`src/rtl/button_tap_hold_tracker_defines.svh`:
```
// Assertion macros shared by the button tap/hold tracker RTL.
`ifndef BUTTON_TAP_HOLD_TRACKER_DEFINES_SVH
`define BUTTON_TAP_HOLD_TRACKER_DEFINES_SVH

`ifndef ASSERT_OFF

// same-cycle implication, disabled while in reset
`define BTHT_ASSERT_IMP(lbl, clk, rstn, ante, cons) \
    lbl: assert property (@(posedge clk) disable iff (!rstn) (ante) |-> (cons)) \
        else $error("assertion failed: %m");

// next-cycle implication, disabled while in reset
`define BTHT_ASSERT_NXT(lbl, clk, rstn, ante, cons) \
    lbl: assert property (@(posedge clk) disable iff (!rstn) (ante) |=> (cons)) \
        else $error("assertion failed: %m");

`else

`define BTHT_ASSERT_IMP(lbl, clk, rstn, ante, cons)
`define BTHT_ASSERT_NXT(lbl, clk, rstn, ante, cons)

`endif

`endif

```
`src/rtl/btht_pkg.sv`:
```
// Types and constants shared by the button tap/hold tracker.
`default_nettype none

package btht_pkg;

    localparam int BUTTONS_DEF   = 16;
    localparam int TIME_BITS_DEF = 32;
    localparam int WIDE_BITS     = 64;   // widest supported tick counter
    localparam int MASK_BITS     = 16;   // buttons visible on the ports
    localparam int NOW_BITS      = 32;
    localparam int BTN_BITS      = 4;
    localparam int THR_BITS      = 32;
    localparam int SINCE_BITS    = 32;
    localparam int ACT_BITS      = 2;
    localparam int S_DATA_BITS   = 56;
    localparam int M_DATA_BITS   = 120;
    localparam logic [THR_BITS-1:0] THR_RESET = 32'd500;

    typedef enum logic [ACT_BITS-1:0] {
        ACT_POLL   = 2'd0,
        ACT_IGNORE = 2'd1,
        ACT_MARK   = 2'd2,
        ACT_QUERY  = 2'd3
    } action_t;

    typedef enum logic [1:0] {
        KIND_NONE = 2'd0,
        KIND_TAP  = 2'd1,
        KIND_HOLD = 2'd2
    } kind_t;

    typedef struct packed {
        action_t              action;
        logic                 connected;
        logic [BTN_BITS-1:0]  button;
    } lane_cmd_t;

    // per-button status after the word is applied
    typedef struct packed {
        logic down;
        logic down_any;
        logic tap;
        logic hold;
        logic processed;
    } lane_stat_t;

endpackage

`default_nettype wire

```
`src/rtl/btht_lane.sv`:
```
// One button's press tracker: state registers and tap/hold classification.
`default_nettype none
`include "button_tap_hold_tracker_defines.svh"

module btht_lane #(
    parameter int TIME_BITS = btht_pkg::TIME_BITS_DEF
) (
    input  wire logic                           aclk,
    input  wire logic                           aresetn,
    input  wire logic                           in_fire,
    input  wire btht_pkg::lane_cmd_t            cmd,
    input  wire logic [TIME_BITS-1:0]           now,
    input  wire logic                           held,
    input  wire logic                           sel,
    input  wire logic [btht_pkg::THR_BITS-1:0]  threshold,
    output btht_pkg::lane_stat_t                stat,
    output logic [TIME_BITS-1:0]                since
);

    localparam int CMP_W = (TIME_BITS > btht_pkg::THR_BITS) ? TIME_BITS : btht_pkg::THR_BITS;

    logic [TIME_BITS-1:0] press_start_reg, press_start_next;
    logic                 pressed_reg, pressed_next;
    logic                 ignored_reg, ignored_next;
    logic                 processed_reg, processed_next;
    btht_pkg::kind_t      kind_reg, kind_next;

    logic [TIME_BITS-1:0] elapsed;
    logic                 is_hold;

    assign elapsed = now - press_start_reg;   // wraps modulo 2^TIME_BITS
    assign is_hold = CMP_W'(elapsed) >= CMP_W'(threshold);

    always_comb begin
        press_start_next = press_start_reg;
        pressed_next     = pressed_reg;
        ignored_next     = ignored_reg;
        processed_next   = processed_reg;
        kind_next        = kind_reg;
        case (cmd.action)
            btht_pkg::ACT_POLL: begin
                processed_next = 1'b0;
                if (!cmd.connected) begin
                    kind_next = btht_pkg::KIND_NONE;
                end else if (!pressed_reg) begin
                    kind_next = btht_pkg::KIND_NONE;
                    if (held) begin
                        press_start_next = now;
                        pressed_next     = 1'b1;
                    end
                end else if (!held) begin
                    ignored_next     = 1'b0;
                    pressed_next     = 1'b0;
                    press_start_next = '0;
                    kind_next        = is_hold ? btht_pkg::KIND_HOLD : btht_pkg::KIND_TAP;
                end
            end
            btht_pkg::ACT_IGNORE: begin
                if (pressed_reg) begin
                    ignored_next = 1'b1;
                end
            end
            btht_pkg::ACT_MARK: begin
                if (sel) begin
                    processed_next = 1'b1;
                end
            end
            btht_pkg::ACT_QUERY: begin
            end
            default: begin
            end
        endcase
    end

    always_ff @(posedge aclk) begin
        if (!aresetn) begin
            press_start_reg <= '0;
            pressed_reg     <= 1'b0;
            ignored_reg     <= 1'b0;
            processed_reg   <= 1'b0;
            kind_reg        <= btht_pkg::KIND_NONE;
        end else if (in_fire) begin
            press_start_reg <= press_start_next;
            pressed_reg     <= pressed_next;
            ignored_reg     <= ignored_next;
            processed_reg   <= processed_next;
            kind_reg        <= kind_next;
        end
    end

    always_comb begin
        stat.down_any  = pressed_next;
        stat.down      = pressed_next & ~ignored_next;
        stat.tap       = (kind_next == btht_pkg::KIND_TAP);
        stat.hold      = (kind_next == btht_pkg::KIND_HOLD);
        stat.processed = processed_next;
    end

    // query leaves state untouched, so the current press time is the answer
    assign since = (cmd.action == btht_pkg::ACT_QUERY && sel && pressed_reg)
                   ? press_start_reg : '0;

    `BTHT_ASSERT_IMP(a_down_no_kind, aclk, aresetn, pressed_reg, kind_reg == btht_pkg::KIND_NONE)
    `BTHT_ASSERT_IMP(a_up_zero_start, aclk, aresetn, !pressed_reg, press_start_reg == '0)
    `BTHT_ASSERT_IMP(a_ignore_needs_down, aclk, aresetn, ignored_reg, pressed_reg)

endmodule

`default_nettype wire

```
`src/rtl/btht_merge.sv`:
```
// Merges lane status into result masks and buffers results in a two-entry skid.
`default_nettype none
`include "button_tap_hold_tracker_defines.svh"

module btht_merge #(
    parameter int BUTTONS   = btht_pkg::BUTTONS_DEF,
    parameter int TIME_BITS = btht_pkg::TIME_BITS_DEF
) (
    input  wire logic                                  aclk,
    input  wire logic                                  aresetn,
    input  wire logic                                  in_valid,
    output logic                                       in_ready,
    input  wire btht_pkg::lane_cmd_t                   cmd,
    input  wire btht_pkg::lane_stat_t [BUTTONS-1:0]    stat,
    input  wire logic [BUTTONS-1:0][TIME_BITS-1:0]     since,
    output logic                                       out_valid,
    input  wire logic                                  out_ready,
    output logic [btht_pkg::M_DATA_BITS-1:0]           out_data
);

    localparam int VIS = (BUTTONS < btht_pkg::MASK_BITS) ? BUTTONS : btht_pkg::MASK_BITS;

    logic link_reg, link_next;
    logic in_fire;

    logic [btht_pkg::MASK_BITS-1:0] down_m, down_any_m, tap_m, hold_m, proc_m;
    logic [TIME_BITS-1:0]           since_or;
    logic [btht_pkg::WIDE_BITS-1:0] since_wide;
    logic [btht_pkg::M_DATA_BITS-1:0] result;

    logic                             main_valid_reg, main_valid_next;
    logic [btht_pkg::M_DATA_BITS-1:0] main_data_reg, main_data_next;
    logic                             skid_valid_reg, skid_valid_next;
    logic [btht_pkg::M_DATA_BITS-1:0] skid_data_reg, skid_data_next;

    assign in_ready = ~skid_valid_reg;
    assign in_fire  = in_valid & in_ready;

    assign link_next = (in_fire && cmd.action == btht_pkg::ACT_POLL) ? cmd.connected : link_reg;

    genvar gi;
    generate
        for (gi = 0; gi < btht_pkg::MASK_BITS; gi++) begin : g_mask
            if (gi < VIS) begin : g_live
                assign down_m[gi]     = stat[gi].down;
                assign down_any_m[gi] = stat[gi].down_any;
                assign tap_m[gi]      = stat[gi].tap;
                assign hold_m[gi]     = stat[gi].hold;
                assign proc_m[gi]     = stat[gi].processed;
            end else begin : g_none
                assign down_m[gi]     = 1'b0;
                assign down_any_m[gi] = 1'b0;
                assign tap_m[gi]      = 1'b0;
                assign hold_m[gi]     = 1'b0;
                assign proc_m[gi]     = 1'b0;
            end
        end
    endgenerate

    // at most one lane is selected, so an OR picks its press time
    always_comb begin
        since_or = '0;
        for (int i = 0; i < BUTTONS; i++) begin
            since_or = since_or | since[i];
        end
    end

    assign since_wide = btht_pkg::WIDE_BITS'(since_or);

    assign result = {7'd0, since_wide[btht_pkg::SINCE_BITS-1:0], proc_m, hold_m, tap_m,
                     down_any_m, down_m, link_next};

    always_comb begin
        main_valid_next = main_valid_reg;
        main_data_next  = main_data_reg;
        skid_valid_next = skid_valid_reg;
        skid_data_next  = skid_data_reg;
        if (main_valid_reg && out_ready) begin
            if (skid_valid_reg) begin
                main_data_next  = skid_data_reg;
                skid_valid_next = 1'b0;
            end else begin
                main_valid_next = 1'b0;
            end
        end
        if (in_fire) begin
            if (!main_valid_next) begin
                main_valid_next = 1'b1;
                main_data_next  = result;
            end else begin
                skid_valid_next = 1'b1;
                skid_data_next  = result;
            end
        end
    end

    always_ff @(posedge aclk) begin
        if (!aresetn) begin
            link_reg       <= 1'b0;
            main_valid_reg <= 1'b0;
            skid_valid_reg <= 1'b0;
        end else begin
            link_reg       <= link_next;
            main_valid_reg <= main_valid_next;
            skid_valid_reg <= skid_valid_next;
        end
    end

    always_ff @(posedge aclk) begin
        main_data_reg <= main_data_next;
        skid_data_reg <= skid_data_next;
    end

    assign out_valid = main_valid_reg;
    assign out_data  = main_data_reg;

    `BTHT_ASSERT_IMP(a_skid_behind_main, aclk, aresetn, skid_valid_reg, main_valid_reg)
    `BTHT_ASSERT_NXT(a_fire_gives_result, aclk, aresetn, in_fire, main_valid_reg)
    `BTHT_ASSERT_NXT(a_skid_refills_main, aclk, aresetn,
                     skid_valid_reg && out_ready, main_valid_reg && !skid_valid_reg)
    `BTHT_ASSERT_NXT(a_stall_fills_skid, aclk, aresetn,
                     in_fire && main_valid_reg && !out_ready, skid_valid_reg)

endmodule

`default_nettype wire

```
`src/rtl/button_tap_hold_tracker.sv`:
```
// Button tap/hold tracker top level: lanes per button plus result merge.
//
// Input stream (s_axis_*): one word per poll or command. tuser carries the action
// (poll, ignore all held, mark processed, query button); tdata carries the tick,
// the connected flag, the held mask and the button index.
// Output stream (m_axis_*): exactly one result word per input word, in order,
// holding link state, the five button masks and the queried press time.
// Config: cfg_wr_en/cfg_wr_data write the hold threshold in ticks; write it only
// while no words are in flight.
// Each button has its own lane doing one wrapped subtract and one compare, so a
// word is accepted every cycle while s_axis_tready is high.
// Results sit in an output register backed by a skid register: s_axis_tready only
// drops once both hold words, so one stalled result never blocks the next input.
// Reset (aresetn low, synchronous) clears all button state, the link flag and both
// output slots, and sets the threshold to 500 ticks. No clearing pass is needed.
`default_nettype none

module button_tap_hold_tracker #(
    parameter int BUTTONS   = btht_pkg::BUTTONS_DEF,
    parameter int TIME_BITS = btht_pkg::TIME_BITS_DEF
) (
    input  wire logic                                 aclk,
    input  wire logic                                 aresetn,
    input  wire logic                                 cfg_wr_en,
    input  wire logic [btht_pkg::THR_BITS-1:0]        cfg_wr_data,   // hold_threshold
    input  wire logic                                 s_axis_tvalid,
    output logic                                      s_axis_tready,
    // now[31:0], connected[32], held_mask[48:33], button[52:49], zero pad
    input  wire logic [btht_pkg::S_DATA_BITS-1:0]     s_axis_tdata,
    // action[1:0]
    input  wire logic [btht_pkg::ACT_BITS-1:0]        s_axis_tuser,
    output logic                                      m_axis_tvalid,
    input  wire logic                                 m_axis_tready,
    // link_up[0], down_mask[16:1], down_any_mask[32:17], tap_mask[48:33],
    // hold_mask[64:49], processed_mask[80:65], down_since[112:81], zero pad
    output logic [btht_pkg::M_DATA_BITS-1:0]          m_axis_tdata
);

    logic [btht_pkg::THR_BITS-1:0]  threshold_reg;
    btht_pkg::lane_cmd_t            cmd;
    logic [btht_pkg::NOW_BITS-1:0]  now_in;
    logic [btht_pkg::WIDE_BITS-1:0] now_wide;
    logic [TIME_BITS-1:0]           now_t;
    logic [btht_pkg::MASK_BITS-1:0] held_in;
    logic                           in_fire;

    btht_pkg::lane_stat_t [BUTTONS-1:0]  stat;
    logic [BUTTONS-1:0][TIME_BITS-1:0]   since;

    always_ff @(posedge aclk) begin
        if (!aresetn) begin
            threshold_reg <= btht_pkg::THR_RESET;
        end else if (cfg_wr_en) begin
            threshold_reg <= cfg_wr_data;
        end
    end

    assign now_in        = s_axis_tdata[31:0];
    assign held_in       = s_axis_tdata[48:33];
    assign cmd.action    = btht_pkg::action_t'(s_axis_tuser);
    assign cmd.connected = s_axis_tdata[32];
    assign cmd.button    = s_axis_tdata[52:49];

    assign now_wide = btht_pkg::WIDE_BITS'(now_in);
    assign now_t    = now_wide[TIME_BITS-1:0];

    assign in_fire = s_axis_tvalid & s_axis_tready;

    genvar gi;
    generate
        for (gi = 0; gi < BUTTONS; gi++) begin : g_lane
            logic held_b;
            logic sel_b;
            if (gi < btht_pkg::MASK_BITS) begin : g_addr
                assign held_b = held_in[gi];
                assign sel_b  = (cmd.button == btht_pkg::BTN_BITS'(gi));
            end else begin : g_hidden
                assign held_b = 1'b0;
                assign sel_b  = 1'b0;
            end

            btht_lane #(
                .TIME_BITS (TIME_BITS)
            ) u_lane (
                .aclk      (aclk),
                .aresetn   (aresetn),
                .in_fire   (in_fire),
                .cmd       (cmd),
                .now       (now_t),
                .held      (held_b),
                .sel       (sel_b),
                .threshold (threshold_reg),
                .stat      (stat[gi]),
                .since     (since[gi])
            );
        end
    endgenerate

    btht_merge #(
        .BUTTONS   (BUTTONS),
        .TIME_BITS (TIME_BITS)
    ) u_merge (
        .aclk      (aclk),
        .aresetn   (aresetn),
        .in_valid  (s_axis_tvalid),
        .in_ready  (s_axis_tready),
        .cmd       (cmd),
        .stat      (stat),
        .since     (since),
        .out_valid (m_axis_tvalid),
        .out_ready (m_axis_tready),
        .out_data  (m_axis_tdata)
    );

endmodule

`default_nettype wire

```
`config.mk`:
```
export PLATFORM = sky130hd
export DESIGN_NAME = button_tap_hold_tracker
export DESIGN_NICKNAME = d
export VERILOG_FILES = /design/src/rtl/btht_pkg.sv /design/src/rtl/btht_lane.sv /design/src/rtl/btht_merge.sv /design/src/rtl/button_tap_hold_tracker.sv
export VERILOG_INCLUDE_DIRS = /design/src /design/src/rtl
export SDC_FILE = /design/constraint.sdc
export NUM_CORES = 2
export LEC_CHECK = 0
export BUFFER_PORTS_ARGS = -buffer_cell sky130_fd_sc_hd__buf_2
export CORE_MARGIN = 2
export CORE_UTILIZATION = 32
export DETAILED_ROUTE_END_ITERATION = 8
export GPL_TIMING_DRIVEN = 0
export PLACE_DENSITY_LB_ADDON = 0.1
export SYNTH_ARGS = -nofsm -noshare
export SYNTH_HDL_FRONTEND = slang
export SYNTH_HIERARCHICAL = 1
export SYNTH_SLANG_ARGS = --single-unit
```
`constraint.sdc`:
```
create_clock -name aclk -period 13.32 [get_ports aclk]
set_input_delay 0.666 -clock aclk [delete_from_list [all_inputs] [get_ports aclk]]
set_output_delay 0.666 -clock aclk [all_outputs]
set_load 0.05 [all_outputs]
```
==> metrics <==
outcome=finished, violations left; violated checks=max-capacitance violations, max-slew violations; Final setup viols=0; Synth top area share=0.1987; most frequent cell after synthesis=inv_1; crit-path most repeated cell=a21o_1; Post-CTS Resized=0; CTS tree=built; Post-CTS Hold Buffers=0; CTS clk-pin slew, worst paths=0.06 ns; vias in the first global route=70.38k; Final ANT Viol Nets=0; DP Wirelength=256,300 um; Final Skew=0.03780 ns; met2 Use GR=0.4650; Post-synth EDFFs=113; Pint=5.481 mW; clock group share of total power=0.406; post-route cell area=84,540 sq um; routed len/inst=23.95 um; initial antenna violation count=17; net load switching power=2.728 mW; H-tree levels=3; GRT Total Usage=0.2510; Synthesized Nets=10.52k; post-synthesis cell type count=95; GR Util met1=0.2791; Comb pwr share=0.259; Worst Path Max Fanout=32; DIE AREA=239,100 sq um; Rows=178; die span in x=488.9 um; busiest grt layer=met2; post-route DRC violation count=0; met3 Use GR=0.02845; total negative setup slack=0 ns; maximum VDD drop=100.9 uV; Syn Area/Cell=8.002 sq um; relative slew slack=-0.1151; fin crit share=0.4797; sequential power share=0.335; buffer depth of the longest clock path=3; worst hold path type=input port to register; clock root cell=clkbuf_16; GRT overflow=0; Crit. End Element=register; port bufs=210; post-CTS setup repair buffer count=0; Yosys warning count=6; Crit Path Category=input port to register; power per cell area=97.10 nW/um^2; first-pass GRT wire length=444,100 um; Die Ht=488.9 um; top cells by area, synth=dfxtp_1, ha_1, inv_1; WP buf/inv=3; Layout area overhead=12.34%; final wirelength=311,400 um; Sw Share=0.3324; Final Max Tran Viols=34; largest net degree at the start of global routing=82; cell count after synthesis=9,404; clk sinks=860; Max Clk Rate=0.1565 GHz; worst-margin pin slew=1.657 ns; # fillers=24.63k; CP required=13.96 ns; DRT iter0 DRCs=4,613; initial core utilization=0.3209; vias per cell=5.423; Yosys top cell by area=dfxtp_1; top_reg_cell synth=dfxtp_1; Synth Register Bits=860; placed inst area=80,460 sq um; post-synthesis cell area=75,250 sq um; DR pass1 iterations=6; # IOs=217; max incr delay on CP=0.83 ns; Lkg Pwr=34.07 nW; Final Hold Viols=0; DR vias=70.50k; crit path DAT=7.03 ns; unrepaired setup endpoints after global routing=false; Final nets=10.86k; Synth top cells by count=inv_1, ha_1, nor2_1; clk_lat worst skew=0.79 ns; layout cells sized above 1=0.08575; CP top delay family=compound AO/OA/AOI/OAI gates; crit path cell chain=buf_2 > inv_1 > ha_1 > inv_1 > fa_1 > a21o_1 > a21oi_2 > a211oi_1 > nand2b_1 > a21o_1 > a21oi_1 > xnor2_1 > ha_1 > nand4_1 > nor3_1 > or4b_1 > a41oi_1 > o21ai_1 > a21o_1 > a32o_1 > mux2_2; Critical Path Start Type=input port; GPL Wtd Cong=0.9831; max_cap viols=14; Tmin final=6.389 ns; max reg flops=512; fraction of registers with async set/reset=0; CTS buffer count=114; Placeable Area=234,500 sq um; Seq/Total Area, Yosys=0.2438; cell with the largest stage delay on the worst path=buf_2
-- layout by cell type, fill, tap and decap left out, types with 42 or more instances in the layout --
| cell type | synthesis | layout |
|---|---|---|
| nand3_1 | 154 | 154 |
| xnor2_1 | 334 | 334 |
| a21o_1 | 455 | 455 |
| a211oi_1 | 49 | 49 |
| clkbuf_1 | 261 | 287 |
| edfxtp_1 | 113 | 113 |
| ha_1 | 1008 | 1008 |
| a22oi_1 | 528 | 528 |
| dfxtp_1 | 747 | 735 |
| nand4_1 | 168 | 168 |
| mux2i_1 | 67 | 67 |
| o21a_1 | 48 | 48 |
| and2_1 | 85 | 85 |
| inv_1 | 1190 | 1190 |
| o21ai_0 | 223 | 223 |
| a21oi_1 | 580 | 580 |
| and3_1 | 47 | 47 |
| o21ai_1 | 64 | 64 |
| nor4_1 | 133 | 125 |
| o21bai_1 | 58 | 58 |
| clkbuf_16 | 0 | 116 |
| nor3_1 | 587 | 587 |
| nand2_1 | 392 | 392 |
| xor2_1 | 116 | 116 |
| a31oi_1 | 42 | 42 |
| a21oi_2 | 51 | 51 |
| mux2_1 | 69 | 69 |
| nor2b_1 | 158 | 158 |
| mux2_2 | 157 | 157 |
| nor2_1 | 789 | 788 |
| buf_2 | 18 | 225 |
| nand2b_1 | 78 | 78 |
-- worst reg2reg max path, cell delays in order, from the launching register on --
cell      delay, ns
dfxtp_1        0.37
ha_1           0.18
inv_1          0.05
fa_1           0.40
a21o_1         0.18
a21oi_1        0.26
o21ai_0        0.18
nand3_1        0.19
a41oi_1        0.23
o21ai_1        0.55
nand2b_1       0.11
a21oi_1        0.20
xnor2_1        0.09
ha_1           0.18
a21o_1         0.17
a21o_1         0.17
a21oi_1        0.32
nand3_1        0.29
a21oi_1        0.60
nor3_1         0.30
o221ai_1       0.22
nand2_1        0.23
mux2_2         0.33
-- kinds of logic after synthesis --
family | after synthesis | synth area share
adder cells (fa/ha/maj) | 1024 | 0.1719
AND/OR/NAND/NOR | 2807 | 0.1865
AO/OA/AOI/OAI | 2439 | 0.2230
XOR/XNOR | 450 | 0.05238
multiplexers | 293 | 0.04273
flip-flops | 860 | 0.2438
buffers and inverters | 1531 | 0.07981
-- cell type report --
class / count / area [sq um] / area share
inverters: 1204 / 4519 / 0.05346
well taps: 3150 / 3941 / 0.04662
clock inverters: 66 / 863.3 / 0.01021
plain buffers: 327 / 1486 / 0.01758
clock buffers: 150 / 3110 / 0.03679
multi-input cells: 7013 / 50960 / 0.6027
flip-flops and latches: 860 / 18360 / 0.2172
diodes: 7 / 17.52 / 0.0002072
repair buffers: 223 / 1284 / 0.01518
-- power by group through the flow --
stage | Sequential, mW | Combinational [mW] | Clock [mW]
3_3_place_gp | 2.82 | 2.06 | 0
6_report | 2.75 | 2.13 | 3.33
4_1_cts | 2.75 | 2.13 | 3.42
2_1_floorplan | 2.81 | 1.42 | 0
5_1_grt | 2.76 | 2.36 | 3.51
3_5_place_dp | 2.81 | 2.12 | 0
-- metrics by stage --
step / setup slack [ns] / hold WS [ns] / power, mW / cells / util
after floorplan: 7.125 / 0.4523 / 4.235 / 9404 / -
after global placement: 2.954 / 0.4528 / 4.877 / 12760 / 0.3422
after detailed placement: 6.157 / 0.4528 / 4.924 / 12770 / 0.3431
after CTS: 6.953 / 0.03933 / 8.300 / 12990 / 0.3600
after global routing: 6.805 / 0.07490 / 8.630 / 13000 / 0.3604
final: 6.931 / 0.1095 / 8.209 / 13000 / 0.3605
-- path summary, 6_finish.rpt --
check,startpoint,end,slack [ns],depth (start not counted)
setup reg to reg,g_lane[15].u_lane/press_start_reg[0],u_merge/out_data[64],7.40,22
hold / removal,cfg_wr_data[4],threshold_reg[4],0.11,3
hold reg to reg,u_merge/out_data[118],u_merge/out_data[118],0.47,1
setup / recovery,s_axis_tdata[0],u_merge/out_data[45],6.93,21
-- metal layers --
| metal | vias up | wire length, um | part of all wire |
|---|---|---|---|
| met5 | - | 0 | 0 |
| met4 | 0 | 18410 | 0.059 |
| met3 | 533 | 12350 | 0.040 |
| met2 | 1636 | 157900 | 0.51 |
| met1 | 33920 | 122700 | 0.39 |
| li1 | 34400 | - | - |
Power figures use the tool's default switching activity.
